### config.mk
export PLATFORM = sky130hd
export DESIGN_NAME = bf_fifo
export DESIGN_NICKNAME = d
export VERILOG_FILES = /design/src/bf_pkg.sv /design/src/bf_fifo.sv
export SDC_FILE = /design/constraint.sdc
export NUM_CORES = 1
export LEC_CHECK = 0
export ABC_CLOCK_PERIOD_IN_PS = 4290
export BUFFER_PORTS_ARGS = -buffer_cell sky130_fd_sc_hd__buf_2
export CAP_MARGIN = 15
export CORE_ASPECT_RATIO = 1.5
export CORE_MARGIN = 1.5
export CORE_UTILIZATION = 52
export CTS_BUF_LIST = sky130_fd_sc_hd__clkbuf_16
export DETAILED_ROUTE_END_ITERATION = 6
export GPL_TIMING_DRIVEN = 0
export PLACE_DENSITY = 0.79
export SLEW_MARGIN = 10
export SYNTH_ARGS = -nofsm -noshare
export SYNTH_HDL_FRONTEND = slang
export SYNTH_SLANG_ARGS = --single-unit
export TNS_END_PERCENT = 30
### constraint.sdc
create_clock -name i_clk -period 4.29 [get_ports i_clk]
set_clock_uncertainty 0.1 [all_clocks]
set_input_delay 0.2145 -clock i_clk [delete_from_list [all_inputs] [get_ports i_clk]]
set_output_delay 0.2145 -clock i_clk [all_outputs]
set_load 0.005 [all_outputs]
### src/bf_pkg.sv
package bf_pkg;

    localparam int CMD_W   = 2;
    localparam int INDEX_W = 10;
    localparam int WORD_W  = 32;
    localparam int BLOCK_W = 64;

    localparam logic [CMD_W-1:0] CMD_SUBKEY  = 2'd0;
    localparam logic [CMD_W-1:0] CMD_SBOX    = 2'd1;
    localparam logic [CMD_W-1:0] CMD_ENCRYPT = 2'd2;

    localparam int SBOX_COUNT = 4;
    localparam int SBOX_DEPTH = 256;
    localparam int SBOX_AW    = 8;

    localparam int QUEUE_DEPTH = 2;
    localparam int QUEUE_AW    = 1;

    typedef enum logic [1:0] {
        OP_SUBKEY,
        OP_SBOX,
        OP_ENCRYPT
    } t_op;

    typedef struct packed {
        t_op                op;
        logic [INDEX_W-1:0] table_index;
        logic [WORD_W-1:0]  table_word;
        logic [BLOCK_W-1:0] plain_block;
        logic               final_block;
    } t_item;

endpackage

### src/bf_fifo.sv
module bf_fifo (
    input  logic          i_clk,
    input  logic          i_rst_n,
    input  bf_pkg::t_item i_item,
    input  logic          i_valid,
    output logic          o_ready,
    output bf_pkg::t_item o_item,
    output logic          o_valid,
    input  logic          i_ready
);

    localparam int QAW = bf_pkg::QUEUE_AW;
    localparam logic [QAW:0] QDepth = (QAW + 1)'(bf_pkg::QUEUE_DEPTH);

    bf_pkg::t_item  r_mem [bf_pkg::QUEUE_DEPTH];
    logic [QAW-1:0] r_wr_ptr;
    logic [QAW-1:0] r_rd_ptr;
    logic [QAW:0]   r_count;
    logic           w_push;
    logic           w_pop;

    assign o_ready = r_count != QDepth;
    assign o_valid = r_count != '0;
    assign o_item  = r_mem[r_rd_ptr];
    assign w_push  = i_valid && o_ready;
    assign w_pop   = o_valid && i_ready;

    always_ff @(posedge i_clk) begin
        if (!i_rst_n) begin
            r_wr_ptr <= '0;
            r_rd_ptr <= '0;
            r_count  <= '0;
        end else begin
            if (w_push) begin
                r_wr_ptr <= r_wr_ptr + QAW'(1);
            end
            if (w_pop) begin
                r_rd_ptr <= r_rd_ptr + QAW'(1);
            end
            if (w_push && !w_pop) begin
                r_count <= r_count + (QAW + 1)'(1);
            end else if (w_pop && !w_push) begin
                r_count <= r_count - (QAW + 1)'(1);
            end
        end
        if (w_push) begin
            r_mem[r_wr_ptr] <= i_item;
        end
    end

`ifndef SYNTH
    a_count_bound: assert property (@(posedge i_clk) disable iff (!i_rst_n)
        r_count <= QDepth)
        else $error("Queue holds more beats than it has entries.");
`endif

endmodule

# Word-level counts from Yosys, hierarchy flattened
# Memories as Yosys holds them, arrays and structs flattened. A register that Yosys moved wholly into a read port is not among the register bits.
# Cells that the tools add are included.
dict set report classes {
  add_sub_neg 4
  eq_ne 1
  muxes 6
  reduce_logical 8
}
# cell count
set op_table {}
lappend op_table {{1-bit logical AND} 4}
lappend op_table {{1-bit two-way mux} 4}
lappend op_table {{2-bit two-way mux} 2}
lappend op_table {{2-bit nonzero test} 2}
lappend op_table {{1-bit adder (second input constant)} 2}
lappend op_table {{2-bit by 1-bit adder with 2-bit output (second input constant)} 1}
lappend op_table {{1-bit zero test} 2}
lappend op_table {{2-bit != test (second input constant)} 1}
lappend op_table {{2-bit by 1-bit subtractor with 2-bit output (second input constant)} 1}
dict set report word_totals {
  reg_bits 4
  ram_bits 218
  inputBits 113
  out_inout_bits 111
  word_cells 23
  n_memories 1
}
# memory words word_bits rd rd_ports_with_merged_regs wr line_no
set mem_list {}
lappend mem_list {r_mem 2 109 1 1 1 bf_fifo.sv:15} ;# bf_pkg::t_item r_mem [bf_pkg::QUEUE_DEPTH];

# Logic depth before layout (Yosys ltp)
dict set report depth {
  word_depth 6
  depth_mapped 6
  mapped_depth_nobuf 6
}

# Worst setup path before layout
# OpenSTA, ideal clock, no wires.
dict set report synth_timing {
  kind {reg2reg}
  startpoint {register r_count[0]}
  endpoint {memory r_mem[1][0] (netlist name) (enable)}
  setup_time_ns 0.481
  arrival_ns 3.122
  required_time_ns 3.709
  path_slack_ns 0.587
  stages_incl_launch_ff 3
  n_path_buf 0
  synth_period_minus_slack_ns 3.703
  path_cell_list {dfxtp_1 nand2b_4 and3_1}
}
dict set report synth_between {
  elab_chain_len 4
}
# item line_no
set synth_lines {}
lappend synth_lines {{from (decl)} bf_fifo.sv:18} ;# logic [QAW:0] r_count;
lappend synth_lines {{from (signal assigned)} bf_fifo.sv:41} ;# r_count <= r_count + (QAW + 1)'(1);
lappend synth_lines {{from (signal assigned)} bf_fifo.sv:43} ;# r_count <= r_count - (QAW + 1)'(1);
lappend synth_lines {{2-bit != test} bf_fifo.sv:22} ;# assign o_ready = r_count != QDepth;
lappend synth_lines {{named net o_ready} bf_fifo.sv:6} ;# output logic o_ready,
lappend synth_lines {{1-bit logical AND} bf_fifo.sv:25} ;# assign w_push = i_valid && o_ready;
lappend synth_lines {{1-bit two-way mux} bf_fifo.sv:46} ;# if (w_push) begin
lappend synth_lines {{1-bit two-way mux (not written as such)} bf_fifo.sv:47} ;# r_mem[r_wr_ptr] <= i_item;
lappend synth_lines {{to (decl)} bf_fifo.sv:15}
# The timed path passes the listed nets, and every way through them passes these cells.

# Worst setup path after layout
dict set report layout_timing {
  startpoint {register r_count[0]}
  endpoint {memory r_mem[1][66] (netlist name) (enable)}
}
dict set report layout_between {
  elab_chain_len 4
}
# item line_no
set layout_lines {}
lappend layout_lines {{2-bit != test} bf_fifo.sv:22}
lappend layout_lines {{1-bit logical AND} bf_fifo.sv:25}
lappend layout_lines {{1-bit two-way mux} bf_fifo.sv:46}
lappend layout_lines {{1-bit two-way mux (not written as such)} bf_fifo.sv:47}
# Every way passes these cells.

==> metrics.md <==
| Metric | Value |
|---|---|
| Drt pass-1 iters | 4 |
| Required time worst endpoint | around 4.3 ns |
| Compound-Gate Fraction of Synth Area | 0.004308 |
| Synth top cells by count | edfxtp_1, mux2_2, mux2_4 |
| Synth Cell Area | ~8000 sq um |
| CTS resizes | 0 |
| Primary FF master, synth | edfxtp_1 |
| Htree depth | 1 |
| Clock Tree Root | clkbuf_16 |
| Critical Path End Type | flop |
| Critical Path AT | 2.19 ns |
| Count leader, synth | edfxtp_1 |
| Setup WS post-layout | ~2.1 ns |
| DRT iter0 DRCs | 205 |
| Avg Vias per Cell | between 4 and 5 |
| Drc violations | 0 |
| Power per cell area | between 500 and 600 nW/um^2 |
| Vias in the first global route | 5125 |
| Synthesis-to-finish area growth | 39.43% |
| Gr ovfl total | 0 |
| Syn_nets | 477 |
| Async SR Flop Fraction | 0 |
| CTS buffer count | 20 |
| Worst-Skew Late Latency | about 0.48 ns |
| Nets | roughly 840 |
| Routed WL | about 18000 um |
| CORE AREA | between 15000 and 20000 sq um |
| Hold_ws | between 0.1 and 0.15 ns |
| Die Ht | between 150 and 200 um |
| CP Class | flop to flop |
| Outcome | finished, final reports clean |
| Post-synth top area cell | edfxtp_1 |
| Setup-failing EPs final | 0 |
| Synth Register Bits | between 200 and 250 |
| Post-synth top area share | 0.8049 |
| IO buf count | 223 |
| Final period utilization | 0.4989 |
| Die W | roughly 110 um |
| Leak pwr | roughly 4.3 nW |
| Final slew viol count | 0 |
| Fmax | ~470 MHz |
| DR vias | around 4.7k |
| TritonCTS clock tree | done |
| Crit path launch type | flop |
| Crit-path cells | nand2b_4, and3_4, buf_16 |
| Max-Cap Viols | 0 |
| # fillers | approximately 900 |
| Final Hold Fails | 0 |
| Post-DP HPWL | 10640 um |
| Worst slew pin tran | roughly 0.77 ns |
| Ports | around 220 |
| Post-synthesis sequential area ratio | 0.8172 |
| Largest net degree at the start of global routing | 59 |
| Overall power | 6.050 mW |
| Slowest cell on crit path | and3_4 |
| Post-synth EDFFs | 218 |
| Dpl ws | 2.128 ns |
| GPL Wtd Cong | 0.7008 |
| Largest family of logic cells by synthesized area | multiplexers |
| RSZ-0062 raised after global routing | no |
| Cells after Synth | between 300 and 400 |
| WL/cell | 19.20 um |
| Clock Sinks | ~220 |
| CTS max path bufs | 3 |
| Global-route total usage across every layer | 0.2170 |
| Clock transition at path regs | around 0.060 ns |
| CP max stage delay | between 0.6 and 0.7 ns |
| Netlist cell types | 21 |
| Simple-gate share of the synthesized area | 0.008000 |
| Post-synthesis xor/xnor area fraction | 0.003231 |
| Mux contribution to synthesized area | 0.1555 |
| Synth area leaders | edfxtp_1, mux2_2, mux2_4, dfxtp_1, buf_2 |
| Min cycle time layout | about 2.1 ns |
| Post-DRT Antenna Nets | 0 |
| Worst min path class | primary input to flop |
| Share of cells above drive strength 1 | 0.5129 |
| First-pass GRT wire length | 27060 um |
| Syn avg cell area | 22.40 sq um |
| VDD IR max | about 480 uV |
| Post-Synth Adder-Cell Area | 0.001538 |
| Initial Util | 0.5348 |
| Synth warn | 0 |
| Row count | between 50 and 60 |
| Initial antenna violation count | 1 |
| Die footprint | about 16000 sq um |
| Crit-path max FO | 58 |
| Slew headroom | 0.4842 |
layout make-up:
type / instances / area, sq um / area share
Sequential cell: 223 / 6646 / 0.5861
Timing Repair Buffer: 336 / 2282 / 0.2013
Multi-Input combinational cell: 127 / 1409 / 0.1242
Clock buffer: 21 / 525.5 / 0.04634
Tap cell: 199 / 249.0 / 0.02196
Clock inverter: 15 / 137.6 / 0.01214
Buffer: 12 / 78.83 / 0.006951
Inverter: 1 / 8.758 / 0.0007724
Antenna cell: 1 / 2.502 / 0.0002207
worst max-delay path: cells and delay by family (launching register included):
| family | cells | cell delay (ns) |
|---|---|---|
| buffers and inverters | 1 | 0.36 |
| DFF | 1 | 0.43 |
| and+or+nand+nor | 2 | 0.88 |
metrics by stage:
step	utilization	area [sq um]	setup TNS [ns]	cells
floorplan	-	8133	0	363
global placement	0.6245	9498	-55.89	785
detailed placement	0.6288	9563	0	787
CTS	0.7455	11340	0	934
global route	0.7456	11340	0	935
finish	0.7456	11340	0	935
flip-flops by register name, summed over array words and instances, names as in the netlist, named ones only:
name,flops
r_count,2
r_mem,218
r_rd_ptr,1
r_wr_ptr,1
cells by family (layout without fill, tap and decap cells):
group	count (synthesis)	after routing
flops	223	223
mux	109	109
buf+inv	13	385
simple gates	9	9
compound gates	5	5
xor+xnor	3	3
fa+ha+maj	1	1
other cells	0	1
routing by layer:
metal  vias up  track usage  part of all wire
met5         -            0                 0
met4         0      0.08676             0.034
met3        41      0.03467             0.044
met2       166       0.4339              0.58
met1      2294       0.2199              0.34
li1       2161            -                 -
placed cells by master, fill, tap and decap left out, types with 2 or more instances in the layout:
cell type,instances
dfxtp_1,5
mux2_4,10
mux2_2,99
clkinv_2,2
edfxtp_1,218
buf_16,2
clkinv_1,4
buf_6,3
dlygate4sd3_1,111
clkbuf_16,21
and2_1,4
buf_2,232
bufinv_16,3
inv_1,6
xnor2_1,2
path summary, 6_finish.rpt:
kind / from / endpoint / slack [ns] / depth (start not counted)
min reg2reg: r_rd_ptr$_SDFFE_PN0P_ / flop / 0.50 / 2
min: i_ready / flop / 0.11 / 4
max reg2reg: r_count[0]$_SDFFE_PN0P_ / r_mem[1][66]$_DFFE_PP_ / 2.15 / 3
max: r_count[0]$_SDFFE_PN0P_ / r_mem[1][66]$_DFFE_PP_ / 2.15 / 3
repair_timing:
item,CTS,global route
setup buffers,0,0
hold endpoints to repair,223,0
endpoints found under the setup margin,0,0
hold buffers,111,0
where the power goes:
part           total (mW)  switching, mW  internal [mW]
registers            2.80         0.0806           2.72
logic                1.45          0.689          0.765
clock network        1.79          0.732           1.06
total                6.05           1.50           4.55
(Power assumes the default switching activity.)
