--- src/bf_pkg.sv ---
package bf_pkg;

    localparam int CMD_W   = 2;
    localparam int INDEX_W = 10;
    localparam int WORD_W  = 32;
    localparam int BLOCK_W = 64;

    localparam logic [CMD_W-1:0] CMD_SUBKEY  = 2'd0;
    localparam logic [CMD_W-1:0] CMD_SBOX    = 2'd1;
    localparam logic [CMD_W-1:0] CMD_ENCRYPT = 2'd2;

    localparam int SBOX_COUNT = 4;
    localparam int SBOX_DEPTH = 256;
    localparam int SBOX_AW    = 8;

    localparam int QUEUE_DEPTH = 2;
    localparam int QUEUE_AW    = 1;

    typedef enum logic [1:0] {
        OP_SUBKEY,
        OP_SBOX,
        OP_ENCRYPT
    } t_op;

    typedef struct packed {
        t_op                op;
        logic [INDEX_W-1:0] table_index;
        logic [WORD_W-1:0]  table_word;
        logic [BLOCK_W-1:0] plain_block;
        logic               final_block;
    } t_item;

endpackage

--- src/bf_stream_if.sv ---
interface bf_in_if;
    logic                        valid;
    logic                        ready;
    logic [bf_pkg::CMD_W-1:0]    command;
    logic [bf_pkg::INDEX_W-1:0]  table_index;
    logic [bf_pkg::WORD_W-1:0]   table_word;
    logic [bf_pkg::BLOCK_W-1:0]  plain_block;
    logic                        final_block;

    modport source (
        output valid, command, table_index, table_word, plain_block, final_block,
        input  ready
    );
    modport sink (
        input  valid, command, table_index, table_word, plain_block, final_block,
        output ready
    );
endinterface


--- src/bf_front.sv ---
module bf_front #(
    parameter int ROUND_COUNT = 16
) (
    input  logic          i_clk,
    input  logic          i_rst_n,
    bf_in_if.sink         i_cmd,
    output bf_pkg::t_item o_item,
    output logic          o_valid,
    input  logic          i_ready
);

    localparam logic [bf_pkg::INDEX_W-1:0] KeyLimit = bf_pkg::INDEX_W'(ROUND_COUNT + 2);

    logic          r_valid;
    logic          n_valid;
    bf_pkg::t_item r_item;
    bf_pkg::t_item n_item;
    logic          w_accept;
    logic          w_keep;

    assign i_cmd.ready = !r_valid || i_ready;
    assign w_accept    = i_cmd.valid && i_cmd.ready;

    always_comb begin
        n_item.table_index = i_cmd.table_index;
        n_item.table_word  = i_cmd.table_word;
        n_item.plain_block = i_cmd.plain_block;
        n_item.final_block = i_cmd.final_block;
        n_item.op          = bf_pkg::OP_ENCRYPT;
        w_keep             = 1'b0;
        unique case (i_cmd.command)
            bf_pkg::CMD_SUBKEY: begin
                n_item.op = bf_pkg::OP_SUBKEY;
                w_keep    = i_cmd.table_index < KeyLimit;
            end
            bf_pkg::CMD_SBOX: begin
                n_item.op = bf_pkg::OP_SBOX;
                w_keep    = 1'b1;
            end
            bf_pkg::CMD_ENCRYPT: begin
                n_item.op = bf_pkg::OP_ENCRYPT;
                w_keep    = 1'b1;
            end
            default: begin
                w_keep = 1'b0;
            end
        endcase
    end

    always_comb begin
        n_valid = r_valid && !i_ready;
        if (w_accept) begin
            n_valid = w_keep;
        end
    end

    always_ff @(posedge i_clk) begin
        if (!i_rst_n) begin
            r_valid <= 1'b0;
        end else begin
            r_valid <= n_valid;
        end
        if (w_accept) begin
            r_item <= n_item;
        end
    end

    assign o_item  = r_item;
    assign o_valid = r_valid;

endmodule

--- src/flat_wrapper.sv ---
// flat-port wrapper written by rule: the top's interface ports become plain ports
module bf_front_flat 
#(
    parameter int ROUND_COUNT = 16
)
  (i_clk, i_rst_n, o_item, o_valid, i_ready, i_cmd_valid, i_cmd_command, i_cmd_table_index, i_cmd_table_word, i_cmd_plain_block, i_cmd_final_block, i_cmd_ready);
  bf_in_if i_cmd_i ();
  input  logic i_clk;
  input  logic i_rst_n;
  output bf_pkg::t_item o_item;
  output logic o_valid;
  input  logic i_ready;
  input wire logic [$bits(i_cmd_i.valid)-1:0] i_cmd_valid;
  input wire logic [$bits(i_cmd_i.command)-1:0] i_cmd_command;
  input wire logic [$bits(i_cmd_i.table_index)-1:0] i_cmd_table_index;
  input wire logic [$bits(i_cmd_i.table_word)-1:0] i_cmd_table_word;
  input wire logic [$bits(i_cmd_i.plain_block)-1:0] i_cmd_plain_block;
  input wire logic [$bits(i_cmd_i.final_block)-1:0] i_cmd_final_block;
  output wire logic [$bits(i_cmd_i.ready)-1:0] i_cmd_ready;
  assign i_cmd_i.valid = i_cmd_valid;
  assign i_cmd_i.command = i_cmd_command;
  assign i_cmd_i.table_index = i_cmd_table_index;
  assign i_cmd_i.table_word = i_cmd_table_word;
  assign i_cmd_i.plain_block = i_cmd_plain_block;
  assign i_cmd_i.final_block = i_cmd_final_block;
  assign i_cmd_ready = i_cmd_i.ready;
  bf_front #(.ROUND_COUNT(ROUND_COUNT)) u_core (.i_clk(i_clk), .i_rst_n(i_rst_n), .i_cmd(i_cmd_i), .o_item(o_item), .o_valid(o_valid), .i_ready(i_ready));
endmodule
--- config.mk ---
export PLATFORM = sky130hd
export DESIGN_NAME = bf_front_flat
export DESIGN_NICKNAME = d
export VERILOG_FILES = /design/src/bf_pkg.sv /design/src/bf_stream_if.sv /design/src/bf_front.sv /design/src/flat_wrapper.sv
export SDC_FILE = /design/constraint.sdc
export NUM_CORES = 1
export LEC_CHECK = 0
export CAP_MARGIN = 20
export CORE_AREA = 2 2 86 88
export DETAILED_ROUTE_END_ITERATION = 10
export DIE_AREA = 0 0 88 90
export DONT_BUFFER_PORTS = 1
export GPL_TIMING_DRIVEN = 1
export HOLD_SLACK_MARGIN = 0.08
export PLACE_DENSITY = 0.7
export SETUP_SLACK_MARGIN = 0.3
export SYNTH_ARGS = -nofsm -noshare
export SYNTH_HDL_FRONTEND = slang
export SYNTH_SLANG_ARGS = --single-unit
--- constraint.sdc ---
create_clock -name i_clk -period 7 [get_ports i_clk]
set_input_delay 1.05 -clock i_clk [delete_from_list [all_inputs] [get_ports i_clk]]
set_output_delay 1.05 -clock i_clk [all_outputs]
set_load 0.01 [all_outputs]
# == Word-level counts from Yosys, hierarchy flattened ==
# Index checks and enable logic that the tools add are counted.
# classes
order_cmp,1
n_eq_ne,2
n_mux,3
reduce_logical,7
# ops
op,n
$lt A10 B5 Y1 const B,1
$pmux W2 S2,1
$eq A2 B1 Y1 const B,1
$eq A2 B2 Y1 const B,1
$logic_and A1 B1 Y1,2
$logic_not A1 Y1,2
$logic_not A2 Y1,1
$pmux W1 S2,1
$reduce_or A2 Y1,1
$logic_or A1 B1 Y1,1
$mux W1,1
# totals
register_bits,110
inputBits,113
out_inout_bits,111
wordCells,19

# == Logic depth before layout (Yosys ltp) ==
# depth
depth_word,4
ltp_mapped,4

# == Worst setup path after synthesis ==
# Ideal clock, no wire load.
# synth_timing
path_kind,input port to flip-flop
from,input port i_ready
to,register u_core.r_item (netlist bit u_core.o_item[0]) (enable)
setup_ns,0.481
arrival_time_ns,3.745
slack_ns,2.774
path_stages,3
path_cell_list,nor2b_1 > inv_1 > and2_1
# synth_between
elab_chain_cells,2
# synth_rtl
item,line,source
start: declaration,flat_wrapper.sv:12,input logic i_ready;
$logic_or A1 B1 Y1,bf_front.sv:21,assign i_cmd.ready = !r_valid || i_ready;
via i_cmd_ready,flat_wrapper.sv:19,output wire logic [$bits(i_cmd_i.ready)-1:0] i_cmd_ready;
$logic_and A1 B1 Y1,bf_front.sv:22,assign w_accept = i_cmd.valid && i_cmd.ready;
via u_core.w_accept,bf_front.sv:18,logic w_accept;
end signal: assignment,bf_front.sv:64,r_item <= n_item;
end: declaration,bf_front.sv:16,bf_pkg::t_item r_item;
# The timed path passes the listed nets, and every way through them passes these cells.
# A chain may end at the register's enable or synchronous reset.

# == Worst setup path in the final report ==
# layout_timing
from,input port i_ready
to,output port i_cmd_ready
# layout_between
elab_chain_cells,1
# layout_rtl
item,line
$logic_or A1 B1 Y1,bf_front.sv:21
end: declaration,flat_wrapper.sv:19
# Every way passes these cells.

==> results.py <==
metrics = {
    "outcome": {
        "status": "completed",
    },
    "routing": {
        "vias": 1273,
        "wl_microns": 6090,
        "vias_per_cell": 5.22,
        "drt-initial-drc-count": 37,
        "drt-pass1-iter-count": 4,
        "drc": 0,
        "post_drt_wl_per_cell_microns": 25.0,
        "ant_nets": 0,
    },
    "die": {
        "die_w_microns": 88,
        "core_area_sq_um": 7020,
        "rows": 31,
        "boundaryPins": 224,
        "initial_core_util": 0.489,
        "fp.dieH_microns": 90,
        "dieArea_sq_um": 7920,
    },
    "synth": {
        "syn_nets": 244,
        "synth_area_sq_um": 3430,
        "seq_area_frac_synth": 0.959,
        "synth_seq_cells": 110,
        "synth_area_leaders": "edfxtp_1 (95%), ha_1 (1.5%), o31ai_4 (0.62%), dfxtp_1 (0.58%), nor2b_1 (0.36%)",
        "yosysTopAreaCell": "edfxtp_1",
        "syn_area_per_cell_sq_um": 27.0,
        "ys_types": 12,
        "synth_top_area_frac": 0.953,
        "netlist_instances": 127,
        "yosysWarnings": 0,
    },
    "layout": {
        "layout_common_cells": "edfxtp_1 (109), clkbuf_8 (9), ha_1 (4)",
        "diodes": 0,
        "fin_util": 0.541,
        "drive_gt1_frac": 0.145,
        "syn_to_final_growth_pct": 10.6,
        "multi_input_area_sq_um": 131,
        "fillCellCount": 525,
        "regArea_sq_um": 3290,
        "layout.nets": 257,
        "stdcell_count": 244,
        "layout_commonest_cell": "edfxtp_1",
    },
    "worst_setup_path": {
        "crit_chain": "nor2b_1, inv_1",
        "required_ns": 5.95,
        "path_max_fanout": 3,
        "cp-end-kind": "output pin",
        "crit_type": "in2out",
        "r2r_slack_ns": 5.05,
        "worstPathArrival_ns": 1.35,
        "r2r_cells": 5,
        "crit_buf_inv": 1,
        "timing.rr.end": "u_core.o_item[61]",
        "critical-path-max-stage-delay_ns": 0.17,
        "cp_top_family": "simple AND/OR/NAND/NOR gates",
        "reg2reg_from": "u_core.o_valid",
        "critical_path.slowest_cell": "nor2b_1",
        "critPathLaunchType": "primary input",
    },
    "grt": {
        "grt_pass1_wl_microns": 8340,
        "grt_max_degree": 110,
        "grt_pass1_vias": 1331,
        "antenna_found_initial": 0,
        "grt_usage": 0.153,
        "grt_overflow": 0,
    },
    "clock_tree": {
        "cts_buffers": 9,
        "cts_hold_buf": 0,
        "cts_num_sinks": 110,
        "cts_root_buf": "clkbuf_8",
        "insertion_delay_ns": 0.35,
        "post_cts_buffers": 0,
        "path_clk_slew_ns": 0.10,
        "h-tree-depth": 3,
        "cts_buffer_depth": 2,
        "ctsResizeCount": 0,
        "tritoncts": "yes",
    },
    "power_and_ir_drop": {
        "power.leakage_nw": 1.25,
        "power_density_nw_per_um2": 317,
        "max-vdd-ir-drop_mv": 0.131,
    },
    "timing": {
        "worst_pin_slew_ns": 0.508,
        "finClkSkew_ns": 0.00606,
        "maxSlewViolCount": 0,
        "rsz0062_at_grt": "no",
        "fin_setup_tns_ns": 0,
        "min_period_ns": 2.40,
        "setup_violations": 0,
        "slew_headroom": 0.661,
        "timing.hold.ws_ns": 0.720,
        "fmax_mhz": 417,
        "hold_viol": 0,
        "finalCritPeriodShare": 0.342,
    },
    "placement": {
        "hpwl_microns": 4480,
        "place.detailed.instances": 227,
        "gp_congestion": 0.781,
        "io_buffers": 0,
    },
    "min_path": {
        "min_path_type": "reg2reg",
        "holdPathStages": 3,
        "min-delay-start": "u_core.o_valid",
        "min_to": "u_core.o_valid",
    },
    "flow_run": {
        "maxCapViolCount": 0,
    },
}
sequential cells by signal (all words and copies together), names as in the netlist:
| signal | cells |
|---|---|
| u_core.o_item | 109 |
| u_core.o_valid | 1 |
cell type report:
class                   instances  area share
flip-flops and latches        110       0.867
multi-input cells              14      0.0346
clock buffers                   9      0.0326
well taps                      99      0.0326
clock inverters                 7      0.0211
repair buffers                  2     0.00922
inverters                       3     0.00296
cells by family (layout without fill, tap and decap cells):
| family | after synthesis | in the layout | share of synthesized area |
|---|---|---|---|
| DFF | 110 | 110 | 0.959 |
| and+or+nand+nor | 7 | 7 | 0.0138 |
| AOI/OAI and AO/OA | 3 | 3 | 0.00911 |
| adders and majority gates | 4 | 4 | 0.0146 |
| buffers and inverters | 3 | 21 | 0.00328 |
worst max-delay path by stage:
stage	startpoint	end	depth (start not counted)
floorplan	i_ready	u_core.o_item[0]	3
global placement	i_ready	u_core.o_item[11]	4
detailed placement	i_ready	u_core.o_item[97]	4
CTS	i_ready	i_cmd_ready	2
global route	i_ready	i_cmd_ready	2
finish	i_ready	i_cmd_ready	2
synth_stat cells:
cell      number
nor2_1         2
inv_1          3
edfxtp_1     109
o21ai_0        1
nand4b_1       1
nor4_2         1
and2_1         1
ha_1           4
dfxtp_1        1
o31ai_4        1
a21oi_1        1
nor2b_1        2
worst reg2reg max path, cell delays in order (launching register included):
cell     delay [ns]
dfxtp_1        0.36
nor2b_1        0.17
inv_1          0.13
and2_4         0.15
buf_4          0.42
buf_16         0.36
power by group:
part           internal (mW)  leakage, nW  switching (mW)
sequential             0.773         1.07          0.0356
combinational        0.00508       0.0806          0.0164
clock                  0.170        0.102           0.203
total                  0.948         1.25           0.255
per-stage QoR:
step | total power, mW | setup WS (ns) | instance area (sq um)
finish | 1.20 | 4.60 | 3800
global route | 1.25 | 4.56 | 3800
CTS | 1.21 | 4.60 | 3770
detailed placement | 0.845 | 4.24 | 3570
global placement | 0.842 | 4.34 | 3570
floorplan | 0.835 | 2.77 | 3430
metal layers:
metal,track usage,share of wire
met1,0.159,0.34
met2,0.254,0.55
met3,0.0845,0.095
met4,0.0590,0.017
met5,0,0
Power figures use the tool's default switching activity.
